--- src/hdl/tbee_pkg.sv ---
// Package for the text batch escape encoder.
// Holds the byte constants, the queue sizing and the command record that
// the front, the queue and the back all share. No dependencies.
`timescale 1ns / 1ps
`default_nettype none

package tbee_pkg;

  localparam int unsigned BATCH_CAPACITY_DEFAULT = 1024;
  localparam int unsigned HEADROOM               = 15;

  localparam logic [7:0] ESC_CHAR = 8'h23;
  localparam logic [7:0] FONT_TAG = 8'h66;
  localparam logic [7:0] XOFF_TAG = 8'h78;
  localparam logic [7:0] YOFF_TAG = 8'h79;
  localparam logic [7:0] FULL_BYTE = 8'h00;

  localparam int unsigned QDEPTH = 4;
  localparam int unsigned QPTR_W = $clog2(QDEPTH);

  localparam int unsigned IN_DATA_W  = 48;
  localparam int unsigned OUT_DATA_W = 8;

  typedef struct packed {
    logic        full;
    logic        font_chg;
    logic        dx_nz;
    logic        dy_nz;
    logic        esc_lit;
    logic [7:0]  font;
    logic [15:0] dx;
    logic [15:0] dy;
    logic [7:0]  ch;
  } cmd_t;

endpackage

`default_nettype wire

--- src/hdl/tbee_front.sv ---
// Front end of the text batch escape encoder: accepts glyph transfers,
// tracks the batch byte count and last font, and issues one command each.
// Depends on tbee_pkg.
`timescale 1ns / 1ps
`default_nettype none

module tbee_front #(
  parameter int unsigned BATCH_CAPACITY = tbee_pkg::BATCH_CAPACITY_DEFAULT
) (
  input  wire logic                           clk,
  input  wire logic                           rst,
  input  wire logic                           s_tvalid,
  output logic                                s_tready,
  input  wire logic [tbee_pkg::IN_DATA_W-1:0] s_tdata,
  input  wire logic [0:0]                     s_tuser,
  output logic                                push,
  output tbee_pkg::cmd_t                      push_cmd,
  input  wire logic                           push_ready
);

  localparam int unsigned CNT_W = $clog2(BATCH_CAPACITY + 1);

  logic [CNT_W-1:0] byte_count;
  logic [CNT_W-1:0] byte_count_next;
  logic [7:0]       prev_font;
  logic             prev_font_valid;

  logic             start;
  logic [7:0]       font;
  logic [15:0]      dx;
  logic [15:0]      dy;
  logic [7:0]       ch;
  logic [CNT_W-1:0] cnt_eff;
  logic             valid_eff;
  logic [CNT_W:0]   with_headroom;
  logic             full;
  logic             font_chg;
  logic             dx_nz;
  logic             dy_nz;
  logic             esc_lit;
  logic [3:0]       n_bytes;

  assign start = s_tuser[0];
  assign font  = s_tdata[7:0];
  assign dx    = s_tdata[23:8];
  assign dy    = s_tdata[39:24];
  assign ch    = s_tdata[47:40];

  assign s_tready = push_ready;
  assign push     = s_tvalid && push_ready;

  always_comb begin
    cnt_eff       = start ? '0 : byte_count;
    valid_eff     = !start && prev_font_valid;
    with_headroom = {1'b0, cnt_eff} + (CNT_W + 1)'(tbee_pkg::HEADROOM);
    full          = with_headroom >= (CNT_W + 1)'(BATCH_CAPACITY);
    font_chg      = !valid_eff || (font != prev_font);
    dx_nz         = dx != 16'h0000;
    dy_nz         = dy != 16'h0000;
    esc_lit       = ch == tbee_pkg::ESC_CHAR;
    n_bytes       = (font_chg ? 4'd3 : 4'd0) + (dx_nz ? 4'd4 : 4'd0)
                  + (dy_nz ? 4'd4 : 4'd0) + (esc_lit ? 4'd2 : 4'd1);
    byte_count_next = full ? cnt_eff : cnt_eff + CNT_W'(n_bytes);

    push_cmd.full     = full;
    push_cmd.font_chg = font_chg;
    push_cmd.dx_nz    = dx_nz;
    push_cmd.dy_nz    = dy_nz;
    push_cmd.esc_lit  = esc_lit;
    push_cmd.font     = font;
    push_cmd.dx       = dx;
    push_cmd.dy       = dy;
    push_cmd.ch       = ch;
  end

  always_ff @(posedge clk) begin
    if (rst) begin
      byte_count      <= '0;
      prev_font       <= '0;
      prev_font_valid <= 1'b0;
    end else if (push) begin
      byte_count <= byte_count_next;
      if (full) begin
        prev_font_valid <= valid_eff;
      end else begin
        prev_font       <= font;
        prev_font_valid <= 1'b1;
      end
    end
  end

endmodule

`default_nettype wire

--- src/hdl/tbee_queue.sv ---
// Short command queue between the front and the back of the encoder.
// Depends on tbee_pkg for the command record and the depth.
`timescale 1ns / 1ps
`default_nettype none

module tbee_queue (
  input  wire logic           clk,
  input  wire logic           rst,
  input  wire logic           push,
  input  wire tbee_pkg::cmd_t push_cmd,
  output logic                push_ready,
  input  wire logic           pop,
  output tbee_pkg::cmd_t      pop_cmd,
  output logic                pop_valid
);

  tbee_pkg::cmd_t                    entries [tbee_pkg::QDEPTH];
  logic [tbee_pkg::QPTR_W-1:0]       wr_ptr;
  logic [tbee_pkg::QPTR_W-1:0]       rd_ptr;
  logic [tbee_pkg::QPTR_W:0]         count;

  assign push_ready = count != (tbee_pkg::QPTR_W + 1)'(tbee_pkg::QDEPTH);
  assign pop_valid  = count != '0;
  assign pop_cmd    = entries[rd_ptr];

  always_ff @(posedge clk) begin
    if (push) begin
      entries[wr_ptr] <= push_cmd;
    end
  end

  always_ff @(posedge clk) begin
    if (rst) begin
      wr_ptr <= '0;
      rd_ptr <= '0;
      count  <= '0;
    end else begin
      if (push) begin
        wr_ptr <= wr_ptr + 1'b1;
      end
      if (pop) begin
        rd_ptr <= rd_ptr + 1'b1;
      end
      if (push && !pop) begin
        count <= count + 1'b1;
      end else if (pop && !push) begin
        count <= count - 1'b1;
      end
    end
  end

endmodule

`default_nettype wire

--- src/hdl/tbee_back.sv ---
// Back end of the encoder: walks one command's pending byte slots to drive
// the output register one byte per cycle unless stalled. Uses tbee_pkg.
`timescale 1ns / 1ps
`default_nettype none

module tbee_back (
  input  wire logic                            clk,
  input  wire logic                            rst,
  input  wire tbee_pkg::cmd_t                  pop_cmd,
  input  wire logic                            pop_valid,
  output logic                                 pop,
  output logic                                 m_tvalid,
  input  wire logic                            m_tready,
  output logic [tbee_pkg::OUT_DATA_W-1:0]      m_tdata,
  output logic                                 m_tlast,
  output logic [0:0]                           m_tuser
);

  localparam int unsigned NSLOT = 13;

  localparam logic [3:0] SLOT_F_ESC = 4'd0;
  localparam logic [3:0] SLOT_F_TAG = 4'd1;
  localparam logic [3:0] SLOT_F_ID  = 4'd2;
  localparam logic [3:0] SLOT_X_ESC = 4'd3;
  localparam logic [3:0] SLOT_X_TAG = 4'd4;
  localparam logic [3:0] SLOT_X_HI  = 4'd5;
  localparam logic [3:0] SLOT_X_LO  = 4'd6;
  localparam logic [3:0] SLOT_Y_ESC = 4'd7;
  localparam logic [3:0] SLOT_Y_TAG = 4'd8;
  localparam logic [3:0] SLOT_Y_HI  = 4'd9;
  localparam logic [3:0] SLOT_Y_LO  = 4'd10;
  localparam logic [3:0] SLOT_C_ESC = 4'd11;
  localparam logic [3:0] SLOT_CHAR  = 4'd12;

  tbee_pkg::cmd_t   cur;
  logic [NSLOT-1:0] pending;
  logic [NSLOT-1:0] pending_rest;
  logic [NSLOT-1:0] load_mask;
  logic [3:0]       slot;
  logic [7:0]       slot_byte;
  logic             emit;
  logic             is_last;

  always_comb begin
    slot = SLOT_CHAR;
    for (int i = NSLOT - 1; i >= 0; i--) begin
      if (pending[i]) begin
        slot = 4'(i);
      end
    end

    unique case (slot)
      SLOT_F_ESC, SLOT_X_ESC, SLOT_Y_ESC, SLOT_C_ESC: slot_byte = tbee_pkg::ESC_CHAR;
      SLOT_F_TAG: slot_byte = tbee_pkg::FONT_TAG;
      SLOT_F_ID:  slot_byte = cur.font;
      SLOT_X_TAG: slot_byte = tbee_pkg::XOFF_TAG;
      SLOT_X_HI:  slot_byte = cur.dx[15:8];
      SLOT_X_LO:  slot_byte = cur.dx[7:0];
      SLOT_Y_TAG: slot_byte = tbee_pkg::YOFF_TAG;
      SLOT_Y_HI:  slot_byte = cur.dy[15:8];
      SLOT_Y_LO:  slot_byte = cur.dy[7:0];
      SLOT_CHAR:  slot_byte = cur.full ? tbee_pkg::FULL_BYTE : cur.ch;
      default:    slot_byte = tbee_pkg::FULL_BYTE;
    endcase

    if (pop_cmd.full) begin
      load_mask = NSLOT'(1) << SLOT_CHAR;
    end else begin
      load_mask = {1'b1, pop_cmd.esc_lit, {4{pop_cmd.dy_nz}}, {4{pop_cmd.dx_nz}},
                   {3{pop_cmd.font_chg}}};
    end

    pending_rest = pending & (pending - 1'b1);
    is_last      = pending_rest == '0;
    emit         = (pending != '0) && (!m_tvalid || m_tready);
    pop          = pop_valid && ((pending == '0) || (emit && is_last));
  end

  always_ff @(posedge clk) begin
    if (rst) begin
      pending  <= '0;
      m_tvalid <= 1'b0;
    end else begin
      if (emit) begin
        m_tvalid <= 1'b1;
      end else if (m_tready) begin
        m_tvalid <= 1'b0;
      end
      if (pop) begin
        pending <= load_mask;
      end else if (emit) begin
        pending <= pending_rest;
      end
    end
  end

  always_ff @(posedge clk) begin
    if (pop) begin
      cur <= pop_cmd;
    end
    if (emit) begin
      m_tdata    <= slot_byte;
      m_tlast    <= is_last;
      m_tuser[0] <= cur.full;
    end
  end

endmodule

`default_nettype wire

--- src/hdl/text_batch_escape_encoder_unit.sv ---
// Top level of the text batch escape encoder.
// Depends on tbee_pkg, tbee_front, tbee_queue and tbee_back.
//
// Channel  Dir  Group               Content
// s_*      in   tvalid/tready       tdata: font_id[7:0], dx[23:8], dy[39:24], char_code[47:40]
//                                   tuser: start_batch
// m_*      out  tvalid/tready       tdata: out_byte[7:0]; tlast: last_byte; tuser: batch_full
//
// One output byte per cycle while m_tready is high; a glyph takes 1 to 13 bytes,
// walked by the back end's byte sequencer into the byte-wide output register.
// The front takes a glyph every cycle while the four-entry command queue has room.
// Reset is synchronous and clears the batch count, the font and the queue.
// A stall on the output holds the current byte; the front keeps filling the queue.
`timescale 1ns / 1ps
`default_nettype none

module text_batch_escape_encoder_unit #(
  parameter int unsigned BATCH_CAPACITY = tbee_pkg::BATCH_CAPACITY_DEFAULT
) (
  input  wire logic                            clk,
  input  wire logic                            rst,
  input  wire logic                            s_tvalid,
  output logic                                 s_tready,
  // font_id[7:0], dx[23:8], dy[39:24], char_code[47:40]
  input  wire logic [tbee_pkg::IN_DATA_W-1:0]  s_tdata,
  // start_batch[0]
  input  wire logic [0:0]                      s_tuser,
  output logic                                 m_tvalid,
  input  wire logic                            m_tready,
  // out_byte[7:0]
  output logic [tbee_pkg::OUT_DATA_W-1:0]      m_tdata,
  output logic                                 m_tlast,
  // batch_full[0]
  output logic [0:0]                           m_tuser
);

  logic           push;
  logic           push_ready;
  tbee_pkg::cmd_t push_cmd;
  logic           pop;
  logic           pop_valid;
  tbee_pkg::cmd_t pop_cmd;

  tbee_front #(
    .BATCH_CAPACITY(BATCH_CAPACITY)
  ) u_front (
    .clk       (clk),
    .rst       (rst),
    .s_tvalid  (s_tvalid),
    .s_tready  (s_tready),
    .s_tdata   (s_tdata),
    .s_tuser   (s_tuser),
    .push      (push),
    .push_cmd  (push_cmd),
    .push_ready(push_ready)
  );

  tbee_queue u_queue (
    .clk       (clk),
    .rst       (rst),
    .push      (push),
    .push_cmd  (push_cmd),
    .push_ready(push_ready),
    .pop       (pop),
    .pop_cmd   (pop_cmd),
    .pop_valid (pop_valid)
  );

  tbee_back u_back (
    .clk      (clk),
    .rst      (rst),
    .pop_cmd  (pop_cmd),
    .pop_valid(pop_valid),
    .pop      (pop),
    .m_tvalid (m_tvalid),
    .m_tready (m_tready),
    .m_tdata  (m_tdata),
    .m_tlast  (m_tlast),
    .m_tuser  (m_tuser)
  );

endmodule

`default_nettype wire

--- config.mk ---
export PLATFORM = sky130hd
export DESIGN_NAME = text_batch_escape_encoder_unit
export DESIGN_NICKNAME = d
export VERILOG_FILES = /design/src/hdl/tbee_pkg.sv /design/src/hdl/tbee_front.sv /design/src/hdl/tbee_queue.sv /design/src/hdl/tbee_back.sv /design/src/hdl/text_batch_escape_encoder_unit.sv
export SDC_FILE = /design/constraint.sdc
export NUM_CORES = 1
export LEC_CHECK = 0
export BUFFER_PORTS_ARGS = -buffer_cell sky130_fd_sc_hd__buf_2
export CAP_MARGIN = 20
export CORE_MARGIN = 3
export CORE_UTILIZATION = 40
export DETAILED_ROUTE_END_ITERATION = 8
export PLACE_DENSITY = 0.64
export SLEW_MARGIN = 20
export SYNTH_ARGS = -nofsm -noshare
export SYNTH_HDL_FRONTEND = slang
export SYNTH_SLANG_ARGS = --single-unit
--- constraint.sdc ---
create_clock -name clk -period 5.9 [get_ports clk]
set_clock_uncertainty 0.2 [all_clocks]
set_input_delay 0.295 -clock clk [delete_from_list [all_inputs] [get_ports clk]]
set_output_delay 0.295 -clock clk [all_outputs]
set_load 0.02 [all_outputs]
==> results.txt <==
* Switching share of power: 32.36%
- The critical path is of the in2reg type.
* Path type of the worst min-delay path: in2reg
- The clock network accounts for 26.8% of the total power.
- At the end of routability-driven placement, the weighted congestion stood at 0.8258.
- Antenna violations before repair: 0
* Hold Startpoint: rst
- For this configuration, the core starts out at a cell density of 41.31%.
* Max Clock Freq: 231.7 MHz
- The region available for standard cell placement spans 30,110 sq um.
- Sequential elements use 72.34% of the synthesized area.
- Later-pin clock latency in the skew report: 0.56 ns
- In this run the clock root is driven by a sky130_fd_sc_hd__clkbuf_16.
- Worst reg2reg path endpoint: u_front.byte_count[6]
- Number of hold-slack violations in the final timing report: 0
- STA classifies the critical path startpoint as a primary input.
- Arrival time worst endpoint: 4.52 ns
* Wire length per cell after detailed routing: a little over 20 microns
* Post-synthesis net count: 788
- In the global route stage, overall resource usage came out at 15.47%.
* Mean post-synth cell area: approximately 17 sq um
* Final HPWL from detailed placement: 15.11 mm
- In this run the static leakage power is 4.887 nW.
* Number of remaining DRC errors: 0
- Share of the cycle needed by the critical path after routing: between 70 and 80%
* I/O pin total: 65
- Net switching power: ~0.0024 W
* CTS H-tree lvls: 1
- The number of antenna diodes in the final layout is 0.
- The clock net in this run drives a total of between 300 and 400 sinks.
- Clock tree synthesis inserted a total of 31 buffers.
* Worst hold path endpoint: u_queue.wr_ptr[1]
* Total negative setup slack: 0 ns
- TritonCTS built the clock tree.
* Chip Height: 182.3 microns
- The final-report max-slew violation count was 0.
- Along the worst path, the maximum fanout reaches 6.
* Resized Gates After CTS: 0
- Before antenna repair, the detailed router went through 5 iterations.
- Timing startpoint of the critical path: s_tdata[2]
* Worst IR drop on VDD: 392.9 uV
- Run status: finished, final reports clean
- Number of I/O port buffers: 64
- For this run, the share of the core covered by cells in the final layout is 48.68%.
* Pwr/cell area: 515.8 nW/um^2
- Max-cap violation count: 0
* Die Footprint: 33,250 sq um
- The most used flip-flop cell after synthesis is sky130_fd_sc_hd__edfxtp_1.
- Fraction of final layout cells sized beyond drive strength 1: between 20% and 30%
- Nets: 906
- Of the total power, combinational logic draws 28.8%.
* Fraction of synthesized cell area taken by the top area cell type: 65.42%
- Entering global routing, the biggest net connects 54 pins.
* Detailed-route via count: 6,810
* Detailed Route WL: 25.46 mm
* Number of cells traversed by the worst hold path: 2
- Dominant cell type by area after synthesis: sky130_fd_sc_hd__edfxtp_1
- At the pin with the least slew margin, the transition time is 1.066 ns.
- Number of placement rows: 63
- Critical path required time: 6.11 ns
* Die outline width: 182.3 microns
- Compared with the post-synthesis result, the final layout area differs by 17.84%.
- The library cell used most frequently in the layout, excluding fill and tap cells, is sky130_fd_sc_hd__edfxtp_1.
* Finish-stage setup viols: 0
* Number of global-route vias before repair: 6,963
- The detailed router finished its first iteration with around 580 violations.
* Beginning of the worst register-to-register path: u_front.prev_font[2]
* Worst-path clk slew: 0.06 ns
- Measured against its own limit, the worst slew margin works out to 28.69%.
- The internal portion of the total power is 0.005114 W.
* Unrepaired setup endpoints after global routing: false
* Area of the mapped netlist: 12,440 sq um
- Counting flops with a built-in enable in the synthesized netlist gives approximately 270.
* Sequential cell fraction of total power: 44.4%
- The top cell types in the final layout, fill and taps aside, are sky130_fd_sc_hd__edfxtp_1, sky130_fd_sc_hd__buf_2, sky130_fd_sc_hd__mux4_2.
- After synthesis, the netlist uses 71 different library cells.
- The first global-routing pass estimated approximately 40 mm of wire.
- After clock tree synthesis, the flow added hold-fix buffers numbering 49.
- In this run the deepest clock path goes through 3 buffers.
- Routed via count divided by cell count: ~5.4
- Number of warnings issued by yosys: 0
- The total overflow left after global routing is 0.
- The number of cells on the worst reg-to-reg path is 15.
- After synthesis, the share of flip-flops with an asynchronous set or reset is 0%.
- Category of the worst setup path capture point: flop
- The clock period could shrink to 4.315 ns.
- Setup slack after layout: 1.585 ns
* Final ANT Viol Nets: 0
* Cells taking the most area after synthesis: sky130_fd_sc_hd__edfxtp_1, sky130_fd_sc_hd__mux4_2, sky130_fd_sc_hd__dfxtp_1
- After clock tree synthesis, the setup repair step added 0 buffers.
* Worst slack at placement: 1.548 ns
- Synthesis produced approximately 700 cells.
- FF+latch count, synth: 314
- In this run the register-to-register setup slack is between 1.5 and 2 ns.
## flip-flops by register name, summed over array words and instances (netlist names), 2 cells and up, named ones only
| register | count |
|---|---|
| u_front.byte_count | 11 |
| u_queue.rd_ptr | 2 |
| u_queue.wr_ptr | 2 |
| u_front.prev_font | 8 |
| u_queue.count | 3 |
| u_back.cur | 49 |
| u_queue.entries | 212 |
| u_back.pending | 13 |
| u_back.m_tdata | 8 |
## final cells by class
| cell class | count | area (sq um) |
|---|---|---|
| Inverter | 18 | 68.82 |
| Tap cell | 390 | 488.0 |
| Clock inverter | 23 | 271.5 |
| Timing Repair Buffer | 121 | 870.8 |
| Fill cell | 2496 | 15450 |
| Sequential cell | 314 | 9004 |
| Multi-Input combinational cell | 352 | 3166 |
| Clock buffer | 35 | 790.8 |
## through the flow
| stage | cell area, sq um | total power [W] | instances | hold slack [ns] |
|---|---|---|---|---|
| global placement | 13110 | 0.005511 | 1146 | 0.2610 |
| global route | 14660 | 0.007967 | 1253 | 0.1039 |
| CTS | 14660 | 0.007626 | 1253 | 0.08676 |
| floorplan | 12440 | 0.004913 | 720 | 0.1939 |
| detailed placement | 13110 | 0.005562 | 1146 | 0.2762 |
| finish | 14660 | 0.007561 | 1253 | 0.09043 |
## critical path, stage by stage
cell and delay, ns:
sky130_fd_sc_hd__dlygate4sd3_1 0.53, sky130_fd_sc_hd__buf_2 0.15, sky130_fd_sc_hd__xor2_1 0.14, sky130_fd_sc_hd__nor4_1 0.32
sky130_fd_sc_hd__nand4_1 0.14, sky130_fd_sc_hd__nor4b_1 0.62, sky130_fd_sc_hd__inv_1 0.26, sky130_fd_sc_hd__ha_1 0.34
sky130_fd_sc_hd__ha_1 0.16, sky130_fd_sc_hd__inv_1 0.06, sky130_fd_sc_hd__fa_1 0.40, sky130_fd_sc_hd__nor2b_1 0.12
sky130_fd_sc_hd__o21ai_0 0.08, sky130_fd_sc_hd__a211oi_1 0.51, sky130_fd_sc_hd__nand4b_1 0.18, sky130_fd_sc_hd__xnor2_1 0.16
sky130_fd_sc_hd__nor2_1 0.05
## cells by family after synthesis
family	count (synthesis)	share of synthesized area, %
adder cells (fa/ha/maj)	17	1.800
AO/OA/AOI/OAI	121	6.186
flip-flops	314	72.34
AND/OR/NAND/NOR	136	6.166
XOR/XNOR	18	1.267
buffers and inverters	54	2.253
multiplexers	60	9.988
## synth_stat cells (7+ instances only)
cell type and count:
sky130_fd_sc_hd__nor4_1 11, sky130_fd_sc_hd__dfxtp_1 43, sky130_fd_sc_hd__a21oi_1 31, sky130_fd_sc_hd__o31ai_1 7, sky130_fd_sc_hd__o311ai_0 8, sky130_fd_sc_hd__buf_6 7
sky130_fd_sc_hd__clkbuf_1 19, sky130_fd_sc_hd__xnor2_1 10, sky130_fd_sc_hd__nor3_1 8, sky130_fd_sc_hd__o211ai_1 9, sky130_fd_sc_hd__mux4_2 51, sky130_fd_sc_hd__ha_1 13
sky130_fd_sc_hd__o21ai_1 10, sky130_fd_sc_hd__nand2_1 28, sky130_fd_sc_hd__o21ai_0 27, sky130_fd_sc_hd__inv_1 18, sky130_fd_sc_hd__edfxtp_1 271, sky130_fd_sc_hd__nor2_1 25
sky130_fd_sc_hd__nand3_1 10, sky130_fd_sc_hd__xor2_1 8
## worst max-delay path by stage
stage / endpoint / depth (start not counted)
2_1_floorplan: u_front.byte_count[6] / 15
3_3_place_gp: u_front.byte_count[6] / 16
3_5_place_dp: u_front.byte_count[6] / 16
4_1_cts: u_front.byte_count[6] / 17
5_1_grt: u_front.byte_count[6] / 17
6_report: u_front.byte_count[6] / 17
## power groups by stage
stage / sequential (W) / clock [W] / combinational (W)
after floorplan: 0.00331 / 0 / 0.00160
after global placement: 0.00340 / 0 / 0.00211
after detailed placement: 0.00341 / 0 / 0.00216
after CTS: 0.00336 / 0.00207 / 0.00219
after global routing: 0.00341 / 0.00217 / 0.00239
final: 0.00336 / 0.00203 / 0.00217
## per-layer routing
layer	global-route usage [%]	up-vias	part of all wire [%]	wire (microns)
li1	-	3119	-	-
met1	21.52	3511	45	11370
met2	25.93	146	49	12600
met3	1.973	34	3.8	961
met4	4.205	0	2.1	541
met5	0	-	0	0
Note: power is estimated with default switching activity, not from simulation.
